**src/rtl/tps_pkg.sv**
```systemverilog
`timescale 1ns / 1ps
// ----------------------------------------------------------------------------
// tps_pkg: shared types and constants of the task pending scoreboard
// Field widths, request and error codes, the controller state and the
// command that the controller broadcasts along both rows of cells.
// ----------------------------------------------------------------------------
package tps_pkg;

   localparam int ID_W    = 16;
   localparam int MASK_W  = 32;
   localparam int KIND_W  = 3;
   localparam int ERR_W   = 2;
   localparam int REQ_W   = 48;   // task_id + test_mask
   localparam int RSP_W   = 40;   // 38 result bits padded to whole bytes

   typedef enum logic [KIND_W-1:0] {
      REQ_SET      = 3'd0,
      REQ_DONE     = 3'd1,
      REQ_CLEAR    = 3'd2,
      REQ_PIPE_IN  = 3'd3,
      REQ_PIPE_OUT = 3'd4,
      REQ_QUERY    = 3'd5
   } req_kind_type;

   typedef enum logic [ERR_W-1:0] {
      ERR_OK        = 2'd0,
      ERR_ACT_FULL  = 2'd1,
      ERR_HIST_FULL = 2'd2
   } err_code_type;

   typedef enum logic {
      ST_IDLE = 1'b0,
      ST_EXEC = 1'b1
   } ctrl_state_type;

   // Broadcast to every cell of both rows
   typedef struct packed {
      logic              capture;   // latch id match against id
      logic              wr_set;    // store a successful set
      logic              wr_done;   // clear completed bits
      logic [ID_W-1:0]   id;
      logic [MASK_W-1:0] mask;
   } cell_cmd_type;

endpackage

```
**src/rtl/task_pending_scoreboard.sv**
```systemverilog
`timescale 1ns / 1ps
// ----------------------------------------------------------------------------
// task_pending_scoreboard: scoreboard of tasks with pending test bits
// Ordered active table and history list, each a row of cells, plus a busy
// flag, driven by set / complete / clear / pipe in / pipe out / query items.
// ----------------------------------------------------------------------------
// Usage:
//   req_* carries one request item: req_tuser holds the request kind,
//   req_tdata the task id and test mask. rsp_* returns exactly one result
//   item per request, in order, built from the state after the request.
//   An accepted item first matches its id in every cell (the match is
//   latched in the cell) and then updates the rows in the execute state;
//   the block takes a new item only after that update. Once the output
//   register is free, the result is built from the updated state and
//   loaded into it, and it drives rsp_tvalid. Match, first-hit and
//   close-up chains ripple through the cells.
//   While a result waits in the output register the next item is still
//   taken; a further one waits until the receiver drains the register.
//   Reset empties both tables and lowers the busy flag; no clearing pass
//   is needed, so requests are taken in the first cycle after reset.
// ----------------------------------------------------------------------------
module task_pending_scoreboard
   import tps_pkg::*;
#(
   parameter int ACTIVE_DEPTH  = 16,
   parameter int HISTORY_DEPTH = 16
)
(
   input  logic              clock,
   input  logic              reset,
   input  logic              req_tvalid,
   output logic              req_tready,
   input  logic [REQ_W-1:0]  req_tdata,   // task_id[15:0], test_mask[47:16]
   input  logic [KIND_W-1:0] req_tuser,   // req_type[2:0]
   output logic              rsp_tvalid,
   input  logic              rsp_tready,
   output logic [RSP_W-1:0]  rsp_tdata    // in_progress[0], finished[1],
                                          // history_mask[33:2], no_task[34],
                                          // idle[35], error_code[37:36], zero
);

   localparam int ACT_CW  = $clog2(ACTIVE_DEPTH + 1);
   localparam int HIST_CW = $clog2(HISTORY_DEPTH + 1);

   ctrl_state_type    state_ff, state_in;
   logic              pend_ff, pend_in;
   logic [KIND_W-1:0] kind_ff, kind_in;
   logic [ID_W-1:0]   id_ff, id_in;
   logic [MASK_W-1:0] mask_ff, mask_in;
   err_code_type      err_ff, err_in;
   logic [ACT_CW-1:0]  act_count_ff, act_count_in;
   logic [HIST_CW-1:0] hist_count_ff, hist_count_in;
   logic               busy_ff, busy_in;
   logic               rsp_valid_ff, rsp_valid_in;
   logic [RSP_W-1:0]   rsp_data_ff, rsp_data_in;

   logic         accept, load_rsp, rsp_free, is_exec;
   cell_cmd_type cmd;
   err_code_type err_now;

   logic [ACTIVE_DEPTH-1:0] act_occ, act_tail;
   logic [ACTIVE_DEPTH:0]   act_found, act_shift, act_res;
   logic [ID_W-1:0]         act_id_v   [ACTIVE_DEPTH];
   logic [MASK_W-1:0]       act_mask_v [ACTIVE_DEPTH];
   logic [ID_W-1:0]         act_nb_id  [ACTIVE_DEPTH];
   logic [MASK_W-1:0]       act_nb_mask[ACTIVE_DEPTH];
   logic                    act_remove, act_any;

   logic [HISTORY_DEPTH-1:0] hist_occ, hist_tail, hist_hit;
   logic [MASK_W-1:0]        hist_res[HISTORY_DEPTH+1];
   logic                     hist_any;
   logic [MASK_W-1:0]        res_hmask;

   // Active row
   assign act_found[0] = 1'b0;
   assign act_shift[0] = 1'b0;
   assign act_res[0]   = 1'b0;

   for (genvar i = 0; i < ACTIVE_DEPTH; i++) begin : g_act
      assign act_occ[i]  = (ACT_CW'(i) < act_count_ff);
      assign act_tail[i] = (ACT_CW'(i) == act_count_ff);
      if (i < ACTIVE_DEPTH - 1) begin : g_nb
         assign act_nb_id[i]   = act_id_v[i+1];
         assign act_nb_mask[i] = act_mask_v[i+1];
      end else begin : g_end
         assign act_nb_id[i]   = '0;
         assign act_nb_mask[i] = '0;
      end
      tps_act_cell u_cell (
         .clock     (clock),
         .reset     (reset),
         .cmd       (cmd),
         .occ       (act_occ[i]),
         .tail      (act_tail[i]),
         .found_in  (act_found[i]),
         .found_out (act_found[i+1]),
         .shift_in  (act_shift[i]),
         .shift_out (act_shift[i+1]),
         .nb_id     (act_nb_id[i]),
         .nb_mask   (act_nb_mask[i]),
         .id_out    (act_id_v[i]),
         .mask_out  (act_mask_v[i]),
         .res_id    (id_ff),
         .res_in    (act_res[i]),
         .res_out   (act_res[i+1])
      );
   end

   assign act_remove = act_shift[ACTIVE_DEPTH];
   assign act_any    = act_found[ACTIVE_DEPTH];

   // History row
   assign hist_res[0] = '0;

   for (genvar j = 0; j < HISTORY_DEPTH; j++) begin : g_hist
      assign hist_occ[j]  = (HIST_CW'(j) < hist_count_ff);
      assign hist_tail[j] = (HIST_CW'(j) == hist_count_ff);
      tps_hist_cell u_cell (
         .clock        (clock),
         .reset        (reset),
         .cmd          (cmd),
         .occ          (hist_occ[j]),
         .tail         (hist_tail[j]),
         .any_hit      (hist_any),
         .hit          (hist_hit[j]),
         .res_id       (id_ff),
         .res_mask_in  (hist_res[j]),
         .res_mask_out (hist_res[j+1])
      );
   end

   assign hist_any  = |hist_hit;
   assign res_hmask = hist_res[HISTORY_DEPTH];

   // Set outcome against the table fill
   always_comb begin
      err_now = ERR_OK;
      if (act_count_ff == ACT_CW'(ACTIVE_DEPTH)) begin
         err_now = ERR_ACT_FULL;
      end else if (!hist_any && (hist_count_ff == HIST_CW'(HISTORY_DEPTH))) begin
         err_now = ERR_HIST_FULL;
      end
   end

   // Controller: next state, command and bookkeeping
   always_comb begin
      is_exec  = (state_ff == ST_EXEC);
      rsp_free = ~rsp_valid_ff | rsp_tready;
      load_rsp = (state_ff == ST_IDLE) & pend_ff & rsp_free;
      req_tready = (state_ff == ST_IDLE) & (~pend_ff | rsp_free);
      accept   = req_tvalid & req_tready;

      state_in      = state_ff;
      pend_in       = pend_ff;
      kind_in       = kind_ff;
      id_in         = id_ff;
      mask_in       = mask_ff;
      err_in        = err_ff;
      act_count_in  = act_count_ff;
      hist_count_in = hist_count_ff;
      busy_in       = busy_ff;

      cmd.capture = accept;
      cmd.wr_set  = 1'b0;
      cmd.wr_done = 1'b0;
      cmd.id      = is_exec ? id_ff : req_tdata[ID_W-1:0];
      cmd.mask    = mask_ff;

      unique case (state_ff)
         ST_IDLE: begin
            if (load_rsp) begin
               pend_in = 1'b0;
            end
            if (accept) begin
               kind_in  = req_tuser;
               id_in    = req_tdata[ID_W-1:0];
               mask_in  = req_tdata[REQ_W-1:ID_W];
               state_in = ST_EXEC;
            end
         end
         ST_EXEC: begin
            err_in   = ERR_OK;
            pend_in  = 1'b1;
            state_in = ST_IDLE;
            unique case (req_kind_type'(kind_ff))
               REQ_SET: begin
                  err_in = err_now;
                  if (err_now == ERR_OK) begin
                     cmd.wr_set   = 1'b1;
                     act_count_in = act_count_ff + ACT_CW'(1);
                     if (!hist_any) begin
                        hist_count_in = hist_count_ff + HIST_CW'(1);
                     end
                  end
               end
               REQ_DONE: begin
                  cmd.wr_done = 1'b1;
                  if (act_remove) begin
                     act_count_in = act_count_ff - ACT_CW'(1);
                  end
               end
               REQ_CLEAR: begin
                  act_count_in  = '0;
                  hist_count_in = '0;
                  busy_in       = 1'b0;
               end
               REQ_PIPE_IN:  busy_in = 1'b1;
               REQ_PIPE_OUT: busy_in = 1'b0;
               default: begin
               end
            endcase
         end
         default: state_in = ST_IDLE;
      endcase
   end

   // Build the result from the state after the update
   always_comb begin
      rsp_data_in = rsp_data_ff;
      if (load_rsp) begin
         rsp_data_in = {2'b00, err_ff, ~busy_ff & (act_count_ff == '0),
                        (act_count_ff == '0), res_hmask, (res_hmask == '0),
                        act_res[ACTIVE_DEPTH]};
      end
      rsp_valid_in = load_rsp | (rsp_valid_ff & ~rsp_tready);
   end

   assign rsp_tvalid = rsp_valid_ff;
   assign rsp_tdata  = rsp_data_ff;

   // Hold payload
   always_ff @(posedge clock) begin
      kind_ff     <= kind_in;
      id_ff       <= id_in;
      mask_ff     <= mask_in;
      err_ff      <= err_in;
      rsp_data_ff <= rsp_data_in;
   end

   // Advance control state
   always_ff @(posedge clock) begin
      if (reset) begin
         state_ff      <= ST_IDLE;
         pend_ff       <= 1'b0;
         act_count_ff  <= '0;
         hist_count_ff <= '0;
         busy_ff       <= 1'b0;
         rsp_valid_ff  <= 1'b0;
      end else begin
         state_ff      <= state_in;
         pend_ff       <= pend_in;
         act_count_ff  <= act_count_in;
         hist_count_ff <= hist_count_in;
         busy_ff       <= busy_in;
         rsp_valid_ff  <= rsp_valid_in;
      end
   end

   // Checks
   a_act_bound: assert property (@(posedge clock) disable iff (reset)
      act_count_ff <= ACT_CW'(ACTIVE_DEPTH))
      else $error("active count beyond depth");

   a_hist_bound: assert property (@(posedge clock) disable iff (reset)
      hist_count_ff <= HIST_CW'(HISTORY_DEPTH))
      else $error("history count beyond depth");

   a_accept_exec: assert property (@(posedge clock) disable iff (reset)
      accept |=> (state_ff == ST_EXEC))
      else $error("accepted item not executed");

   a_remove_hit: assert property (@(posedge clock) disable iff (reset)
      (is_exec && act_remove) |-> act_any)
      else $error("close-up without an active hit");

   a_hist_unique: assert property (@(posedge clock) disable iff (reset)
      is_exec |-> $onehot0(hist_hit))
      else $error("history id held twice");

endmodule

```
**src/rtl/tps_act_cell.sv**
```systemverilog
`timescale 1ns / 1ps
// ----------------------------------------------------------------------------
// tps_act_cell: one entry of the ordered active table
// Holds an id and a pending mask. A first-hit chain finds the oldest match,
// and a shift chain closes the row up when that entry's mask runs out.
// ----------------------------------------------------------------------------
module tps_act_cell
   import tps_pkg::*;
(
   input  logic              clock,
   input  logic              reset,
   input  cell_cmd_type      cmd,
   input  logic              occ,
   input  logic              tail,
   input  logic              found_in,
   output logic              found_out,
   input  logic              shift_in,
   output logic              shift_out,
   input  logic [ID_W-1:0]   nb_id,
   input  logic [MASK_W-1:0] nb_mask,
   output logic [ID_W-1:0]   id_out,
   output logic [MASK_W-1:0] mask_out,
   input  logic [ID_W-1:0]   res_id,
   input  logic              res_in,
   output logic              res_out
);

   logic [ID_W-1:0]   id_ff, id_in;
   logic [MASK_W-1:0] mask_ff, mask_in;
   logic              hit_ff, hit_in;
   logic              first;
   logic [MASK_W-1:0] cleared;
   logic              take_nb;

   // Locate the oldest hit and decide whether to close up
   always_comb begin
      first     = cmd.wr_done & hit_ff & ~found_in;
      cleared   = mask_ff & ~cmd.mask;
      take_nb   = shift_in | (first & (cleared == '0));
      shift_out = take_nb;
      found_out = found_in | hit_ff;
      res_out   = res_in | (occ & (id_ff == res_id));
      id_out    = id_ff;
      mask_out  = mask_ff;
   end

   // Next entry contents
   always_comb begin
      hit_in  = cmd.capture ? (occ & (id_ff == cmd.id)) : hit_ff;
      id_in   = id_ff;
      mask_in = mask_ff;
      priority if (take_nb) begin
         id_in   = nb_id;
         mask_in = nb_mask;
      end else if (first) begin
         mask_in = cleared;
      end else if (cmd.wr_set && tail) begin
         id_in   = cmd.id;
         mask_in = cmd.mask;
      end
   end

   always_ff @(posedge clock) begin
      id_ff   <= id_in;
      mask_ff <= mask_in;
   end

   always_ff @(posedge clock) begin
      if (reset) begin
         hit_ff <= 1'b0;
      end else begin
         hit_ff <= hit_in;
      end
   end

endmodule

```
**src/rtl/tps_hist_cell.sv**
```systemverilog
`timescale 1ns / 1ps
// ----------------------------------------------------------------------------
// tps_hist_cell: one entry of the history list
// Holds the single id/mask pair of a task; a set replaces it, a complete
// clears bits in it, and a free tail cell takes a new id.
// ----------------------------------------------------------------------------
module tps_hist_cell
   import tps_pkg::*;
(
   input  logic              clock,
   input  logic              reset,
   input  cell_cmd_type      cmd,
   input  logic              occ,
   input  logic              tail,
   input  logic              any_hit,
   output logic              hit,
   input  logic [ID_W-1:0]   res_id,
   input  logic [MASK_W-1:0] res_mask_in,
   output logic [MASK_W-1:0] res_mask_out
);

   logic [ID_W-1:0]   id_ff, id_in;
   logic [MASK_W-1:0] mask_ff, mask_in;
   logic              hit_ff, hit_in;

   // Pass the matching mask on down the row
   always_comb begin
      hit          = hit_ff;
      res_mask_out = res_mask_in | ((occ && (id_ff == res_id)) ? mask_ff : '0);
   end

   // Replace, append or clear bits
   always_comb begin
      hit_in  = cmd.capture ? (occ & (id_ff == cmd.id)) : hit_ff;
      id_in   = id_ff;
      mask_in = mask_ff;
      priority if (cmd.wr_set && hit_ff) begin
         mask_in = cmd.mask;
      end else if (cmd.wr_set && tail && !any_hit) begin
         id_in   = cmd.id;
         mask_in = cmd.mask;
      end else if (cmd.wr_done && hit_ff) begin
         mask_in = mask_ff & ~cmd.mask;
      end
   end

   always_ff @(posedge clock) begin
      id_ff   <= id_in;
      mask_ff <= mask_in;
   end

   always_ff @(posedge clock) begin
      if (reset) begin
         hit_ff <= 1'b0;
      end else begin
         hit_ff <= hit_in;
      end
   end

endmodule
```
**config.mk**
```make
export PLATFORM = sky130hd
export DESIGN_NAME = task_pending_scoreboard
export DESIGN_NICKNAME = d
export VERILOG_FILES = /design/src/rtl/tps_pkg.sv /design/src/rtl/task_pending_scoreboard.sv /design/src/rtl/tps_act_cell.sv /design/src/rtl/tps_hist_cell.sv
export SDC_FILE = /design/constraint.sdc
export NUM_CORES = 2
export LEC_CHECK = 0
export ABC_CLOCK_PERIOD_IN_PS = 15550
export BUFFER_PORTS_ARGS = -buffer_cell sky130_fd_sc_hd__clkbuf_2
export CAP_MARGIN = 25
export CORE_MARGIN = 2
export CORE_UTILIZATION = 55
export CTS_BUF_LIST = sky130_fd_sc_hd__clkbuf_8
export CTS_CLUSTER_DIAMETER = 60
export CTS_CLUSTER_SIZE = 30
export DETAILED_ROUTE_END_ITERATION = 10
export PLACE_DENSITY = 0.7
export SLEW_MARGIN = 30
export SYNTH_ARGS = -nofsm -noshare
export SYNTH_HDL_FRONTEND = slang
export SYNTH_HIERARCHICAL = 1
export SYNTH_SLANG_ARGS = --single-unit
```
**constraint.sdc**
```tcl
create_clock -name clock -period 15.55 [get_ports clock]
set_input_delay 0.7775 -clock clock [delete_from_list [all_inputs] [get_ports clock]]
set_output_delay 0.7775 -clock clock [all_outputs]
set_load 0.01 [all_outputs]
```
==> results.txt <==
----------------------------------------------------
[Clock tree]
  Register clock-pin slew on the reported worst setup and hold paths ... 0.12 ns
  Clk sink count ... 1,673
  Buffer cell driving the clock tree root ... clkbuf_8
  Number of CTS-inserted buffers ... 141
  Clock tree from TritonCTS ... done
  CTS-repair resized insts ... 0
  Clk_lat worst skew ... 0.97 ns
  CTS H-tree depth ... 4
  Longest Clk Path Bufs ... 3

[STA]
  Max Fclk ... 90.50 MHz
  Count of endpoints failing setup in the final report ... 0
  Time the final worst path needs with I/O delays and setup ... 11.05 ns
  RSZ-0062 raised after global routing ... false
  Final hold violation count ... 0
  Final Skew ... 0.05922 ns
  Final worst-path cycle share ... 71.06%
  Sum of negative setup slack ... 0 ns
  Slew @ Worst Pin ... 1.017 ns
  Max Slew Vio Count ... 0
  Relative slew slack ... 32.09%

[GRT]
  Antenna violations before repair ... 8
  Total global routing overflow ... 0
  Via count of the first global-routing pass ... 65,971
  Wire length of the first global-routing pass ... 422,100 µm
  Overall routing resource usage ... 29.85%
  Maximum number of pins on one net before global-route repair ... 66

[Synth]
  Yosys warnings ... 6
  Average size of a mapped cell ... 11.64 µm²
  Synth Instances ... 8,585
  Post-Syn Area ... 99,950 µm²

[Final layout]
  Share of cells above drive strength 1 ... 17.61%
  Area overhead of the layout relative to synthesis ... 6.942%
  Final cell count without fillers ... 11,271
  Final #Nets ... 8,839
  Number of filler cells placed in the layout ... 14,667

[Floorplan]
  Chip Height ... 430.3 µm
  Area of the die ... 185,100 µm²
  Core ar. ... 180,700 µm²
  Number of I/O pins ... 97
  Standard-cell rows ... 156
  Die width ... 430.3 µm
  Initial Utilization ... 55.30%

[Hold path]
  Class of the most critical hold timing path ... primary input to register
  Number of stages on the worst hold path ... 1
  Startpoint of the worst hold path ... req_tdata[20]
  Endpoint with the worst hold slack ... mask_ff[4]

[Worst setup path]
  Slowest CP cell ... buf_4
  Peak fanout along the critical path ... 65
  Sort of element at the end of the critical path ... register
  Crit path kind ... register to register
  Crit-path most repeated cell ... a31oi_4
  Kind of start point of the critical path ... register
  Worst reg2reg path depth ... 40
  Internal reg-to-reg setup slack ... 4.50 ns
  Endpoint of the worst-slack reg-to-reg timing path ... g_act[15].u_cell/id_out[6]
  Required arrival time at the worst endpoint ... 16.10 ns
  Worst r2r src ... kind_ff[2]
  Arrival time at the worst endpoint ... 11.60 ns
  Largest stage delay on the critical path ... 0.74 ns

[Detailed routing]
  Detailed Route WL ... 284,600 µm
  Wire length per cell ... 25.25 µm
  Total vias in the final route ... 69,108
  Iteration-0 DRC Markers ... 8,284
  Number of search-and-repair iterations in the first detailed-routing pass ... 6
  Number of DRC violations after detailed routing ... 0
  Post-detailed-route count of antenna-violating nets ... 0
  Routed vias/inst ... 6.131

[Power]
  Switching portion of total power ... 27.07%
  Power Internal ... 0.006923 W
  Ratio of total power to cell area ... 88.82 nW/µm²
  Reg power frac ... 55.7%
  Relative contribution of combinational cells to total power ... 14.9%
  Highest ir drop seen on vdd ... 0.1016 mV
  Static leakage ... 40.06 nW
  Sw power ... 0.002570 W
  Clock share of power ... 29.4%
  Power consumption ... 0.009493 W

[Place]
  Inst Count DP ... 10,974
  Weighted congestion at the end of routability-driven global placement ... 0.9108
  Count of input and output buffers ... 94
  Total half-perimeter wirelength after legalization and detailed placement ... 188,100 µm

[Run]
  Number of max-cap violations ... 0

[Run status]
  Outcome ... complete, no violations

----------------------------------------------------
==> layer usage <==
metal	part of all wire (%)	GRT usage [%]	routed length (µm)	up-vias
li1	-	-	-	31686
met5	0.0074	0	21	-
met1	43	43.18	123600	33823
met3	8.8	4.475	24960	482
met4	4.2	11.82	11960	4
met2	44	45.25	124100	3113
==> worst max-delay path, delay by kind of cell (launching register included) <==
kind / cells / cell delay, ns
flip-flops: 1 / 0.56
AO/OA/AOI/OAI: 15 / 3.18
buffers and inverters: 20 / 5.43
AND/OR/NAND/NOR: 5 / 1.31
==> cell usage in the layout (no fill, tap or decap), types with 33 or more instances in the layout <==
master and n:
a21oi_1 45, a31o_1 480, a31o_2 34, buf_4 242, clkbuf_2 93, clkbuf_8 152
conb_1 87, dfxtp_1 46, edfxtp_1 1627, inv_1 83, mux2_2 33, mux2_4 784
nand2_1 1638, nand2b_1 526, nand3_1 87, nand3b_1 514, nand4_1 261, nor2_1 41
nor2b_1 53, nor3_1 55, nor4_1 110, o21ai_0 522, xnor2_1 673, xor2_1 304
==> registers in the layout (all words and copies together), names as in the netlist, 2 cells and up <==
name and cells:
g_act.u_cell/mask_out 512, g_hist.u_cell/mask_ff 512, g_act.u_cell/id_out 256, g_hist.u_cell/id_ff 256, rsp_tdata 38, mask_ff 32, g_act.u_cell/hit_ff 16, g_hist.u_cell/hit 16
id_ff 16, act_count_ff 5, hist_count_ff 5, kind_ff 3, err_ff 2
==> layout make-up <==
| cell class | instances | area, µm² | area share [%] |
|---|---|---|---|
| clock buffer | 152 | 2092 | 1.957 |
| sequential | 1673 | 49780 | 46.57 |
| clock inverter | 107 | 1003 | 0.9388 |
| inverter | 74 | 277.8 | 0.2599 |
| antenna | 9 | 22.52 | 0.02107 |
| timing repair buffer | 368 | 2623 | 2.454 |
| multi-input combinational | 6518 | 48120 | 45.02 |
| tap | 2370 | 2965 | 2.774 |
==> metrics by stage <==
stage | setup WS [ns] | utilization, % | area [µm²] | hold WS, ns
after floorplan | 3.990 | - | 100300 | 0.4003
after global placement | 4.222 | 57.22 | 103400 | 0.4074
after detailed placement | 4.585 | 57.25 | 103500 | 0.4247
after CTS | 4.532 | 59.12 | 106900 | 0.01232
after global routing | 3.836 | 59.13 | 106900 | 0.04410
final | 4.501 | 59.14 | 106900 | 0.09923
==> worst max path at each step <==
| stage | startpoint | end | slack [ns] |
|---|---|---|---|
| floorplan | kind_ff[2] | act_count_ff[2] | 3.99 |
| global placement | kind_ff[2] | g_act[15].u_cell/id_out[9] | 4.22 |
| detailed placement | kind_ff[2] | g_act[15].u_cell/id_out[1] | 4.59 |
| CTS | kind_ff[2] | g_act[15].u_cell/id_out[6] | 4.53 |
| global route | kind_ff[2] | g_act[15].u_cell/id_out[13] | 3.84 |
| finish | kind_ff[2] | g_act[15].u_cell/id_out[6] | 4.50 |
==> power by group through the flow <==
stage                     Combinational [W]  Sequential [W]  Clock, W
after floorplan                    0.000968         0.00541         0
after global placement              0.00134         0.00538         0
after detailed placement            0.00138         0.00539         0
after CTS                           0.00139         0.00529   0.00285
after global routing                0.00150         0.00531   0.00299
final                               0.00141         0.00529   0.00279
==> repair_timing <==
action / 4_1_cts / 5_1_grt
setup endpoints to repair: 0 / 0
hold endpoints to repair: 29 / 0
hold buffers: 29 / 0
buffers inserted: 0 / 0
No activity file was read; power rests on OpenSTA's default activity.
